File: src/rtl/hxf_pkg.sv
// Shared types, constants and helpers for the uppercase hex formatter.
package hxf_pkg;

   localparam int MAX_WIDTH_DEFAULT = 62;

   localparam logic [1:0] MODE_32 = 2'd0;
   localparam logic [1:0] MODE_64 = 2'd1;
   localparam logic [1:0] MODE_16 = 2'd2;

   localparam logic [6:0] CH_SPACE   = 7'd32;
   localparam logic [6:0] CH_ZERO    = 7'd48;
   localparam logic [6:0] CH_UPPER_A = 7'd65;
   localparam logic [6:0] CH_UPPER_F = 7'd70;
   localparam logic [6:0] CH_NINE    = 7'd57;
   localparam logic [6:0] CH_UPPER_X = 7'd88;

   typedef enum logic [2:0] {
      ST_IDLE,
      ST_NORM,
      ST_CALC,
      ST_START,
      ST_PADL,
      ST_PFX0,
      ST_PFXX,
      ST_DIGIT
   } state_type;

   typedef enum logic [1:0] {
      SEL_SPACE,
      SEL_ZERO,
      SEL_X,
      SEL_DIGIT
   } sel_type;

   typedef struct packed {
      logic    load;
      logic    shift_norm;
      logic    calc;
      logic    emit;
      sel_type sel;
      logic    pad_dec;
      logic    dig_step;
   } cmd_type;

   typedef struct packed {
      logic out_free;
      logic top_zero;
      logic ndig_one;
      logic pad_zero;
      logic pad_one;
      logic alt_nz;
      logic left;
   } status_type;

   function automatic logic [6:0] hex_char(input logic [3:0] nib);
      logic [6:0] c;
      if (nib < 4'd10) begin
         c = CH_ZERO + {3'd0, nib};
      end else begin
         c = CH_UPPER_A + {3'd0, nib} - 7'd10;
      end
      return c;
   endfunction

endpackage

File: src/rtl/hxf_ctrl.sv
// Sequencing state machine: normalize, size the padding, emit the characters.
module hxf_ctrl (
   input  logic                clock,
   input  logic                reset,
   input  logic                req_valid,
   output logic                req_ready,
   input  hxf_pkg::status_type status,
   output hxf_pkg::cmd_type    cmd
);
   import hxf_pkg::*;

   state_type state_ff;
   state_type state_in;
   state_type text_state;

   always_ff @(posedge clock) begin
      if (reset) begin
         state_ff <= ST_IDLE;
      end else begin
         state_ff <= state_in;
      end
   end

   assign text_state = status.alt_nz ? ST_PFX0 : ST_DIGIT;

   // padding after the digits reuses ST_PADL; left flag selects where it ends
   always_comb begin
      state_in = state_ff;
      case (state_ff)
         ST_IDLE: begin
            if (req_valid) begin
               state_in = ST_NORM;
            end
         end
         ST_NORM: begin
            if (!status.top_zero || status.ndig_one) begin
               state_in = ST_CALC;
            end
         end
         ST_CALC: state_in = ST_START;
         ST_START: begin
            if (!status.left && !status.pad_zero) begin
               state_in = ST_PADL;
            end else begin
               state_in = text_state;
            end
         end
         ST_PADL: begin
            if (status.out_free && status.pad_one) begin
               state_in = status.left ? ST_IDLE : text_state;
            end
         end
         ST_PFX0: begin
            if (status.out_free) begin
               state_in = ST_PFXX;
            end
         end
         ST_PFXX: begin
            if (status.out_free) begin
               state_in = ST_DIGIT;
            end
         end
         ST_DIGIT: begin
            if (status.out_free && status.ndig_one) begin
               state_in = (status.left && !status.pad_zero) ? ST_PADL : ST_IDLE;
            end
         end
         default: state_in = ST_IDLE;
      endcase
   end

   always_comb begin
      cmd       = '0;
      cmd.sel   = SEL_SPACE;
      req_ready = 1'b0;
      case (state_ff)
         ST_IDLE: begin
            req_ready = 1'b1;
            cmd.load  = req_valid;
         end
         ST_NORM: cmd.shift_norm = status.top_zero && !status.ndig_one;
         ST_CALC: cmd.calc = 1'b1;
         ST_START: cmd.sel = SEL_SPACE;
         ST_PADL: begin
            cmd.emit    = status.out_free;
            cmd.pad_dec = status.out_free;
            cmd.sel     = SEL_SPACE;
         end
         ST_PFX0: begin
            cmd.emit = status.out_free;
            cmd.sel  = SEL_ZERO;
         end
         ST_PFXX: begin
            cmd.emit = status.out_free;
            cmd.sel  = SEL_X;
         end
         ST_DIGIT: begin
            cmd.emit     = status.out_free;
            cmd.dig_step = status.out_free;
            cmd.sel      = SEL_DIGIT;
         end
         default: cmd = '0;
      endcase
   end

endmodule

File: src/rtl/hxf_dp.sv
// Datapath: value shifter, digit/pad/total counters and the output register.
module hxf_dp #(
   parameter int MAX_WIDTH = hxf_pkg::MAX_WIDTH_DEFAULT
) (
   input  logic                clock,
   input  logic                reset,
   input  hxf_pkg::cmd_type    cmd,
   output hxf_pkg::status_type status,
   input  logic [63:0]         req_value,
   input  logic [1:0]          req_length_mode,
   input  logic [5:0]          req_field_width,
   input  logic                req_alt_prefix,
   input  logic                req_left_justify,
   output logic                rsp_valid,
   input  logic                rsp_ready,
   output logic [6:0]          rsp_char_out,
   output logic                rsp_last_char
);
   import hxf_pkg::*;

   localparam int CntW = $clog2(MAX_WIDTH + 1);
   localparam logic [5:0] MaxW6 = 6'(MAX_WIDTH);

   logic [63:0]     val_ff, val_in;
   logic [4:0]      ndig_ff, ndig_in;
   logic [CntW-1:0] width_ff, width_in;
   logic [CntW-1:0] pad_ff, pad_in;
   logic [CntW-1:0] total_ff, total_in;
   logic            alt_ff, left_ff, nz_ff;
   logic            rsp_valid_ff, rsp_valid_in;
   logic [6:0]      rsp_char_ff, rsp_char_in;
   logic            rsp_last_ff, rsp_last_in;
   logic [5:0]      width_sat;
   logic [CntW-1:0] tlen;

   assign width_sat = (req_field_width > MaxW6) ? MaxW6 : req_field_width;
   assign tlen = CntW'(ndig_ff) + ((alt_ff && nz_ff) ? CntW'(2) : CntW'(0));

   always_comb begin
      val_in   = val_ff;
      ndig_in  = ndig_ff;
      width_in = width_ff;
      pad_in   = pad_ff;
      total_in = total_ff;
      if (cmd.load) begin
         case (req_length_mode)
            MODE_64: begin
               val_in  = req_value;
               ndig_in = 5'd16;
            end
            MODE_16: begin
               val_in  = {req_value[15:0], 48'd0};
               ndig_in = 5'd4;
            end
            default: begin
               val_in  = {req_value[31:0], 32'd0};
               ndig_in = 5'd8;
            end
         endcase
         width_in = CntW'(width_sat);
      end
      if (cmd.shift_norm || cmd.dig_step) begin
         val_in  = {val_ff[59:0], 4'd0};
         ndig_in = ndig_ff - 5'd1;
      end
      if (cmd.calc) begin
         pad_in   = (width_ff > tlen) ? (width_ff - tlen) : '0;
         total_in = (width_ff > tlen) ? width_ff : tlen;
      end
      if (cmd.pad_dec) begin
         pad_in = pad_ff - CntW'(1);
      end
      if (cmd.emit) begin
         total_in = total_ff - CntW'(1);
      end
   end

   always_ff @(posedge clock) begin
      val_ff   <= val_in;
      ndig_ff  <= ndig_in;
      width_ff <= width_in;
      pad_ff   <= pad_in;
      total_ff <= total_in;
      if (cmd.load) begin
         alt_ff  <= req_alt_prefix;
         left_ff <= req_left_justify;
         nz_ff   <= |val_in;
      end
   end

   always_comb begin
      case (cmd.sel)
         SEL_SPACE: rsp_char_in = CH_SPACE;
         SEL_ZERO:  rsp_char_in = CH_ZERO;
         SEL_X:     rsp_char_in = CH_UPPER_X;
         SEL_DIGIT: rsp_char_in = hex_char(val_ff[63:60]);
         default:   rsp_char_in = CH_SPACE;
      endcase
      rsp_last_in  = (total_ff == CntW'(1));
      rsp_valid_in = cmd.emit || (rsp_valid_ff && !rsp_ready);
   end

   always_ff @(posedge clock) begin
      if (reset) begin
         rsp_valid_ff <= 1'b0;
      end else begin
         rsp_valid_ff <= rsp_valid_in;
      end
      if (cmd.emit) begin
         rsp_char_ff <= rsp_char_in;
         rsp_last_ff <= rsp_last_in;
      end
   end

   assign rsp_valid     = rsp_valid_ff;
   assign rsp_char_out  = rsp_char_ff;
   assign rsp_last_char = rsp_last_ff;

   assign status.out_free = !rsp_valid_ff || rsp_ready;
   assign status.top_zero = (val_ff[63:60] == 4'd0);
   assign status.ndig_one = (ndig_ff == 5'd1);
   assign status.pad_zero = (pad_ff == '0);
   assign status.pad_one  = (pad_ff == CntW'(1));
   assign status.alt_nz   = alt_ff && nz_ff;
   assign status.left     = left_ff;

endmodule

File: src/rtl/hex_uppercase_formatter.sv
// Top level of the printf %X formatter: one request in, a run of ASCII characters out.
// Before the first character, leading-zero nibbles are dropped one per cycle; the
// controller then leaves normalization, sizes the padding, dispatches the first
// character and registers it in the output register.
// Throughput: one character per cycle while rsp_ready is high; a new request is
// accepted only after the last character of the previous one has been emitted.
// Reset clears the state machine and the output valid; no request is in flight after it.
module hex_uppercase_formatter #(
   parameter int MAX_WIDTH = hxf_pkg::MAX_WIDTH_DEFAULT
) (
   input  logic        clock,
   input  logic        reset,
   input  logic        req_valid,
   output logic        req_ready,
   input  logic [63:0] req_value,
   input  logic [1:0]  req_length_mode,
   input  logic [5:0]  req_field_width,
   input  logic        req_alt_prefix,
   input  logic        req_left_justify,
   output logic        rsp_valid,
   input  logic        rsp_ready,
   output logic [6:0]  rsp_char_out,
   output logic        rsp_last_char
);
   import hxf_pkg::*;

   cmd_type    cmd;
   status_type status;

   hxf_ctrl u_ctrl (
      .clock     (clock),
      .reset     (reset),
      .req_valid (req_valid),
      .req_ready (req_ready),
      .status    (status),
      .cmd       (cmd)
   );

   hxf_dp #(
      .MAX_WIDTH (MAX_WIDTH)
   ) u_dp (
      .clock            (clock),
      .reset            (reset),
      .cmd              (cmd),
      .status           (status),
      .req_value        (req_value),
      .req_length_mode  (req_length_mode),
      .req_field_width  (req_field_width),
      .req_alt_prefix   (req_alt_prefix),
      .req_left_justify (req_left_justify),
      .rsp_valid        (rsp_valid),
      .rsp_ready        (rsp_ready),
      .rsp_char_out     (rsp_char_out),
      .rsp_last_char    (rsp_last_char)
   );

   a_accept_leaves_idle: assert property (@(posedge clock) disable iff (reset)
      (req_valid && req_ready) |=> !req_ready)
      else $error("controller stayed idle after accepting a request");

   a_emit_only_when_free: assert property (@(posedge clock) disable iff (reset)
      cmd.emit |-> status.out_free)
      else $error("character emitted over an untaken one");

   a_legal_char: assert property (@(posedge clock) disable iff (reset)
      rsp_valid |-> (rsp_char_out == CH_SPACE || rsp_char_out == CH_UPPER_X ||
                     (rsp_char_out >= CH_ZERO && rsp_char_out <= CH_NINE) ||
                     (rsp_char_out >= CH_UPPER_A && rsp_char_out <= CH_UPPER_F)))
      else $error("illegal character on the response");

endmodule

File: config.mk
export PLATFORM = sky130hd
export DESIGN_NAME = hex_uppercase_formatter
export DESIGN_NICKNAME = d
export VERILOG_FILES = /design/src/rtl/hxf_pkg.sv /design/src/rtl/hxf_ctrl.sv /design/src/rtl/hxf_dp.sv /design/src/rtl/hex_uppercase_formatter.sv
export SDC_FILE = /design/constraint.sdc
export NUM_CORES = 1
export LEC_CHECK = 0
export ABC_CLOCK_PERIOD_IN_PS = 5200
export BUFFER_PORTS_ARGS = -buffer_cell sky130_fd_sc_hd__buf_2
export CORE_ASPECT_RATIO = 2
export CORE_MARGIN = 8
export CORE_UTILIZATION = 57
export DETAILED_ROUTE_END_ITERATION = 10
export HOLD_SLACK_MARGIN = 0.06
export PLACE_DENSITY = 0.8
export SLEW_MARGIN = 15
export SYNTH_ARGS = -nofsm -noshare
export SYNTH_HDL_FRONTEND = slang
export SYNTH_HIERARCHICAL = 1
export SYNTH_SLANG_ARGS = --single-unit
File: constraint.sdc
create_clock -name clock -period 5.2 [get_ports clock]
set_clock_uncertainty 0.15 [all_clocks]
set_input_delay 0.78 -clock clock [delete_from_list [all_inputs] [get_ports clock]]
set_output_delay 0.78 -clock clock [all_outputs]
set_load 0.02 [all_outputs]
==> impl_metrics.tcl, run 1 <==
set metrics [dict create \
    wl_mm 18.9 \
    mostFrequentLayoutCells "buf_2 (87), nand2_1 (74), dfxtp_1 (68), o21ai_0 (57), edfxtp_1 (34)" \
    outcome "finished, final reports clean" \
    layout_commonest_cell "buf_2" \
    r2r_cells 12 \
    grt_pass1_vias 5374 \
    initial_utilization_pct 58.6 \
    core-area_mm2 0.00970 \
    syn-num-nets 744 \
    hold_path_depth 2 \
    drive_gt1_share_pct 17.2 \
    startpoint_type "flop" \
    cp.arrival_ns 4.65 \
    cts_sinks 102 \
    wl_met1_mm 6.44 \
    grtUsageTotal_pct 27.9 \
    synth_area_per_cell_um2 8.78 \
    max-cap-violations 0 \
    fin_area_mm2 0.00645 \
    cpMostUsedCell "or4_1" \
    yosysSeqAreaShare_pct 41.9 \
    synth-warning-count 6 \
    wl_met2_mm 9.73 \
    slew_headroom_pct 32.6 \
    cp-end-kind "flop" \
    crit_type "reg -> reg" \
    dr.pass1.iters 7 \
    fin_util_pct 66.5 \
    nNetsFinal 801 \
    crit_path_max_incr_delay_ns 0.56 \
    cts_buffers 9 \
    synthesis.area_mm2 0.00569 \
    async_reset_ff_share_pct 0 \
    path_cells "inv_1 -> ha_1 -> nor3b_1 -> and4_1 -> or2_2 -> nor4b_2 -> buf_4 -> a221o_1 -> or4_1 -> or4_1 -> or4_1 -> nand4b_1" \
    routed_via_density 6.45 \
    clk_latency_ns 0.34 \
    die_w_um 86.6 \
    dieArea_mm2 0.0136 \
    clk_path_buf_depth 2 \
    cts_setup_buffers 0 \
    critPathSlowestCell "or4_1" \
    grt_first_pass_wirelength_mm 28.5 \
    ant_nets 0 \
    slew_viol_final 0 \
    syn_to_final_growth_pct 13.4 \
    setup_violations 0 \
    max_freq_mhz 211 \
    synth_enable_flop_cells 34 \
    worstPathRequired_ns 5.11 \
    hold_ws_ns 0.356 \
    holdBufCountCts 0 \
    tns_ns 0 \
    antenna_cells 0 \
    vias 5430 \
    dr.first_iter.drc_count 405 \
    regToRegStartpoint "u_dp/val_ff[61]" \
    synth_ff_type "dfxtp_1" \
    ir_drop_uv 284 \
    cts_tree "done" \
    fillers 845 \
    hold_class "reg -> reg" \
    gp_congestion 0.999 \
    antenna_found_initial 0 \
    row_count 51 \
    htreeDepth 3 \
    min_to "u_dp/val_ff[38]" \
    met3WireLength_um 957 \
    leakage_nw 2.62 \
    die_y_um 157 \
    layout_min_cycle_time_ns 4.74 \
    powerDensity_mw_per_mm2 589 \
    overflow 0 \
    ys_ff_latch 102 \
    place_hpwl_mm 14.4 \
    drc_errors 0 \
    cts_resized 0 \
    grt_max_degree 52 \
    root_buffer "clkbuf_16" \
    crit_family "simple AND/OR/NAND/NOR gates" \
    portBuffers 87 \
    worst_pin_slew_ns 1.01 \
    rsz0062_at_grt "no" \
    r2r_slack_ns 0.46 \
    ys_types 60 \
    hold_viol_final 0 \
    clk_pin_slew_ns 0.07 \
    pin_count 88 \
    placed_area_mm2 0.00616 \
    routedWlPerCell_um 22.4 \
    regToRegEndpoint "u_dp/nz_ff" \
    min-delay-start "u_dp/val_ff[34]" \
    cp.buffers_inverters 2 \
    p_total_mw 3.80 \
    path_max_fanout 30 \
    route.top_layer_used "met4" \
    synthCells 648 \
    fin_crit_sh_pct 91.1 \
]
## final cells by class
type | count | area [µm²] | share of cell area, %
Multi-Input combinational cell | 466 | 2990 | 46.3
Sequential cell | 102 | 2380 | 36.9
Timing Repair Buffer | 98 | 518 | 8.03
Clock buffer | 11 | 254 | 3.94
Tap cell | 132 | 165 | 2.56
Inverter | 28 | 105 | 1.63
Clock inverter | 5 | 37.5 | 0.582
## registers in the layout, summed over array words and instances (netlist names)
signal and flops:
u_dp/rsp_valid 1, u_dp/pad_ff 6, u_dp/width_ff 6, u_dp/left_ff 1
u_dp/rsp_char_out 7, u_ctrl/state_ff 3, u_dp/ndig_ff 5, u_dp/val_ff 64
u_dp/rsp_last_char 1, u_dp/alt_ff 1, u_dp/total_ff 6, u_dp/nz_ff 1
## synthesized netlist by cell type (all sizes together), types with 25 or more instances
master  number  area [µm²]
dfxtp       68        1360
inv         28         105
nor2        28         105
edfxtp      34        1020
a21oi       33         165
nand2       74         278
and3        31         194
o21ai       57         285
nor3        25         125
a221o       27         270
clkbuf      43         161
## worst register-to-register path, cell delays in order, from the launching register on
cell and delay, ns:
dfxtp_1 0.35, inv_1 0.10, ha_1 0.19, nor3b_1 0.33, and4_1 0.28, or2_2 0.53
nor4b_2 0.28, buf_4 0.27, a221o_1 0.32, or4_1 0.47, or4_1 0.56, or4_1 0.47
nand4b_1 0.17
## cells by family after synthesis
kind of cell    after synthesis  synth area share, %
simple gates                234                 21.2
compound gates              183                 22.1
flops                       102                 41.9
buf+inv                      80                 5.76
xor+xnor                     22                 3.39
fa+ha+maj                    21                 4.62
mux                           6                 1.10
## power by group
group	internal [mW]	switching (mW)	leakage [nW]	total, mW
sequential	1.19	0.275	0.877	1.47
clock	0.358	0.305	0.142	0.662
combinational	0.654	1.01	1.60	1.66
## routing by layer
metal | up-vias | global-route usage, %
li1 | 2510 | -
met2 | 275 | 49.4
met3 | 90 | 4.86
met4 | 0 | 25.4
met1 | 2555 | 26.3
met5 | - | 0
## metrics by stage
stage	cells	worst slack (ns)
after global placement	826	0.452
after CTS	842	0.554
after global routing	842	0.286
after floorplan	648	1.00
after detailed placement	826	0.410
final	842	0.461
## how the worst max path moves through the flow
stage	slack [ns]	depth (start not counted)	start	endpoint
floorplan	1.00	12	rsp_ready	u_dp/nz_ff
global placement	0.45	13	rsp_ready	u_dp/nz_ff
detailed placement	0.41	13	rsp_ready	u_dp/nz_ff
CTS	0.55	12	u_dp/val_ff[61]	u_dp/nz_ff
global route	0.29	12	u_dp/val_ff[61]	u_dp/nz_ff
finish	0.46	12	u_dp/val_ff[61]	u_dp/nz_ff
(Power assumes the default switching activity.)
==> run 2: changes to the inputs <==
Settings changed: ABC_AREA from default to 1, CORE_UTILIZATION 57 to 58, SKIP_CTS_REPAIR_TIMING from default to 1.
==> run 2 against run 1 <==
Against the previous run: sequential share of layout area shrank 3.6 points; synthesized area grew 13%; total power grew 0.25%; die area grew 9.2%; critical path type unchanged; critical endpoint unchanged; largest cell class unchanged.
==> impl_metrics.tcl, run 2 <==
set metrics [dict create \
    clk_pin_slew_ns 0.07 \
    gp_congestion 0.933 \
    max_freq_mhz 281 \
    cts_buffers 9 \
    vias 6511 \
    syn_to_final_growth_pct 11.5 \
    antenna_found_initial 0 \
    crit_family "simple AND/OR/NAND/NOR gates" \
    hold_ws_ns 0.329 \
    drive_gt1_share_pct 12.9 \
    p_sw_share_pct 45.2 \
    placed_cells 1176 \
    hold_class "reg -> reg" \
    synth_enable_flop_cells 34 \
    die_w_um 90.3 \
    slew_viol_final 0 \
    dr.first_iter.drc_count 395 \
    ys_ff_latch 102 \
    placed_area_mm2 0.00684 \
    reg_top3 "u_dp/val_ff: 64 flops, u_dp/rsp_char_out: 7 flops" \
    fin_cells 1192 \
    ir_drop_uv 274 \
    p_clk_share_pct 17.7 \
    dpl_worst_slack_ns 1.64 \
    root_buffer "clkbuf_16" \
    startpoint_type "flop" \
    yosysSeqAreaShare_pct 37.2 \
    critPathSlowestCell "edfxtp_1" \
    core-area_mm2 0.0108 \
    cts_tree "done" \
    die_y_um 165 \
    regToRegStartpoint "u_dp/ndig_ff[3]" \
    max-cap-violations 0 \
    post-synth-top-count-cell "nand2_1" \
    overflow 0 \
    powerDensity_mw_per_mm2 533 \
    p_total_mw 3.81 \
    worst_pin_slew_ns 1.16 \
    antenna_cells 0 \
    pin_count 88 \
    synth_top_area_share_pct 21.7 \
    grt_pass1_vias 6615 \
    htreeDepth 3 \
    p_sw_mw 1.72 \
    grt_first_pass_wirelength_mm 30.5 \
    place_hpwl_mm 14.2 \
    clk_path_buf_depth 2 \
    slew_headroom_pct 22.8 \
    largest_reg_flops 64 \
    mostFrequentLayoutCells "nand2_1 (370), nor2_1 (134), nand3_1 (128), buf_2 (87), inv_1 (80)" \
    dieArea_mm2 0.0149 \
    yosys.area.top_type "nand2_1" \
    cp.buffers_inverters 2 \
    drc_errors 0 \
    outcome "finished, final reports clean" \
    rsz0062_at_grt "no" \
    path_max_fanout 41 \
    tns_ns 0 \
    crit_path_max_incr_delay_ns 0.52 \
    synthesis.area_mm2 0.00641 \
    cpMostUsedCell "nor2_1" \
    ant_nets 0 \
    leakage_nw 3.61 \
    async_reset_ff_share_pct 0 \
    syn-num-nets 1088 \
    cp-end-kind "flop" \
    fin_area_mm2 0.00714 \
    grt_max_degree 65 \
    power_frac_seq_pct 36.1 \
    row_count 54 \
    comb_power_share_pct 46.2 \
    routedWlPerCell_um 15.6 \
    crit_type "reg -> reg" \
    synth_ff_type "dfxtp_1" \
    startpoint "u_dp/ndig_ff[3]" \
    wl_mm 18.6 \
    path_cells "nor2_1 -> nand2_1 -> nor2_1 -> nor2_1 -> nand2_1 -> nor2_1 -> inv_1 -> nand2_2 -> buf_4 -> nand2_1 -> nand2_1 -> nor2_1 -> nand3_1 -> nor2_1 -> nand2_1 -> nor2_1 -> nand2_1" \
    synth_area_per_cell_um2 6.46 \
    portBuffers 87 \
    hold_viol_final 0 \
    cts_sinks 102 \
    synth_area_leaders "nand2_1 (22%), dfxtp_1 (21%), edfxtp_1 (16%)" \
    layout_commonest_cell "nand2_1" \
    clk_latency_ns 0.34 \
    regMostFlops "u_dp/val_ff" \
    ys_top_cells_by_count "nand2_1 (371), nor2_1 (135), nand3_1 (128)" \
    setup_violations 0 \
    nNetsFinal 1143 \
    initial_utilization_pct 59.3 \
    worst_slack_ns 1.64 \
    fin_crit_sh_pct 68.5 \
    cp.arrival_ns 3.52 \
    grtUsageTotal_pct 25.5 \
    dr.pass1.iters 5 \
    min-delay-start "u_dp/val_ff[1]" \
    fin_util_pct 66.1 \
    worstPathRequired_ns 5.15 \
    ys_types 36 \
    routed_via_density 5.46 \
    synthCells 992 \
    layout_min_cycle_time_ns 3.56 \
    synth-warning-count 6 \
    p_int_mw 2.09 \
]
run 2: cell count changes after synthesis, moves of 21 or more:
cell,previous run,this run
nor2_1,28,135
inv_1,27,80
nand2_1,74,371
a221o_1,27,0
and3_1,31,0
a21oi_1,33,12
o21ai_0,57,12
nand3_1,5,128
run 2: path summary, 6_finish.rpt:
kind | end | slack [ns] | depth (start not counted)
worst max-delay path | u_dp/nz_ff | 1.64 | 17
worst min-delay path | u_dp/val_ff[1] | 0.33 | 2
worst max register to register | u_dp/nz_ff | 1.64 | 17
worst min register to register | u_dp/val_ff[1] | 0.33 | 2
run 2: layout make-up:
cell class / count / area [µm²]
fill: 1034 / 3670
clock buffer: 10 / 250
timing repair buffer: 94 / 488
sequential: 102 / 2380
clock inverter: 6 / 50.0
inverter: 90 / 338
multi-input combinational: 750 / 3460
tap: 140 / 175
run 2: routing by layer:
metal / vias to the layer above / share of wire [%] / wire length [µm] / track usage [%]
met1: 2947 / 36 / 6620 / 24.2
met3: 69 / 4.8 / 902 / 4.28
met2: 251 / 53 / 9870 / 48.2
met5: - / 0 / 0 / 0
li1: 3244 / - / - / -
met4: 0 / 6.5 / 1220 / 18.6
run 2: worst reg2reg max path: cells and delay by family (launching register included):
kind	cells	cell delay (ns)
buffers and inverters	2	0.51
AND/OR/NAND/NOR	15	2.15
flip-flops	1	0.52
run 2: kinds of logic after synthesis:
logic type | synth area share (%)
xor gates and xnor gates | 1.23
AOI/OAI and AO/OA | 2.60
and+or+nand+nor | 46.3
adders and majority gates | 3.63
DFF | 37.2
buffers and inverters | 9.04
run 2: power groups by stage:
stage          clock network [mW]  registers, mW  logic [mW]
6_report                    0.675           1.37        1.76
3_5_place_dp                    0           1.38        1.73
3_3_place_gp                    0           1.38        1.70
5_1_grt                     0.716           1.40        2.01
4_1_cts                     0.686           1.37        1.74
2_1_floorplan                   0           1.29        1.37
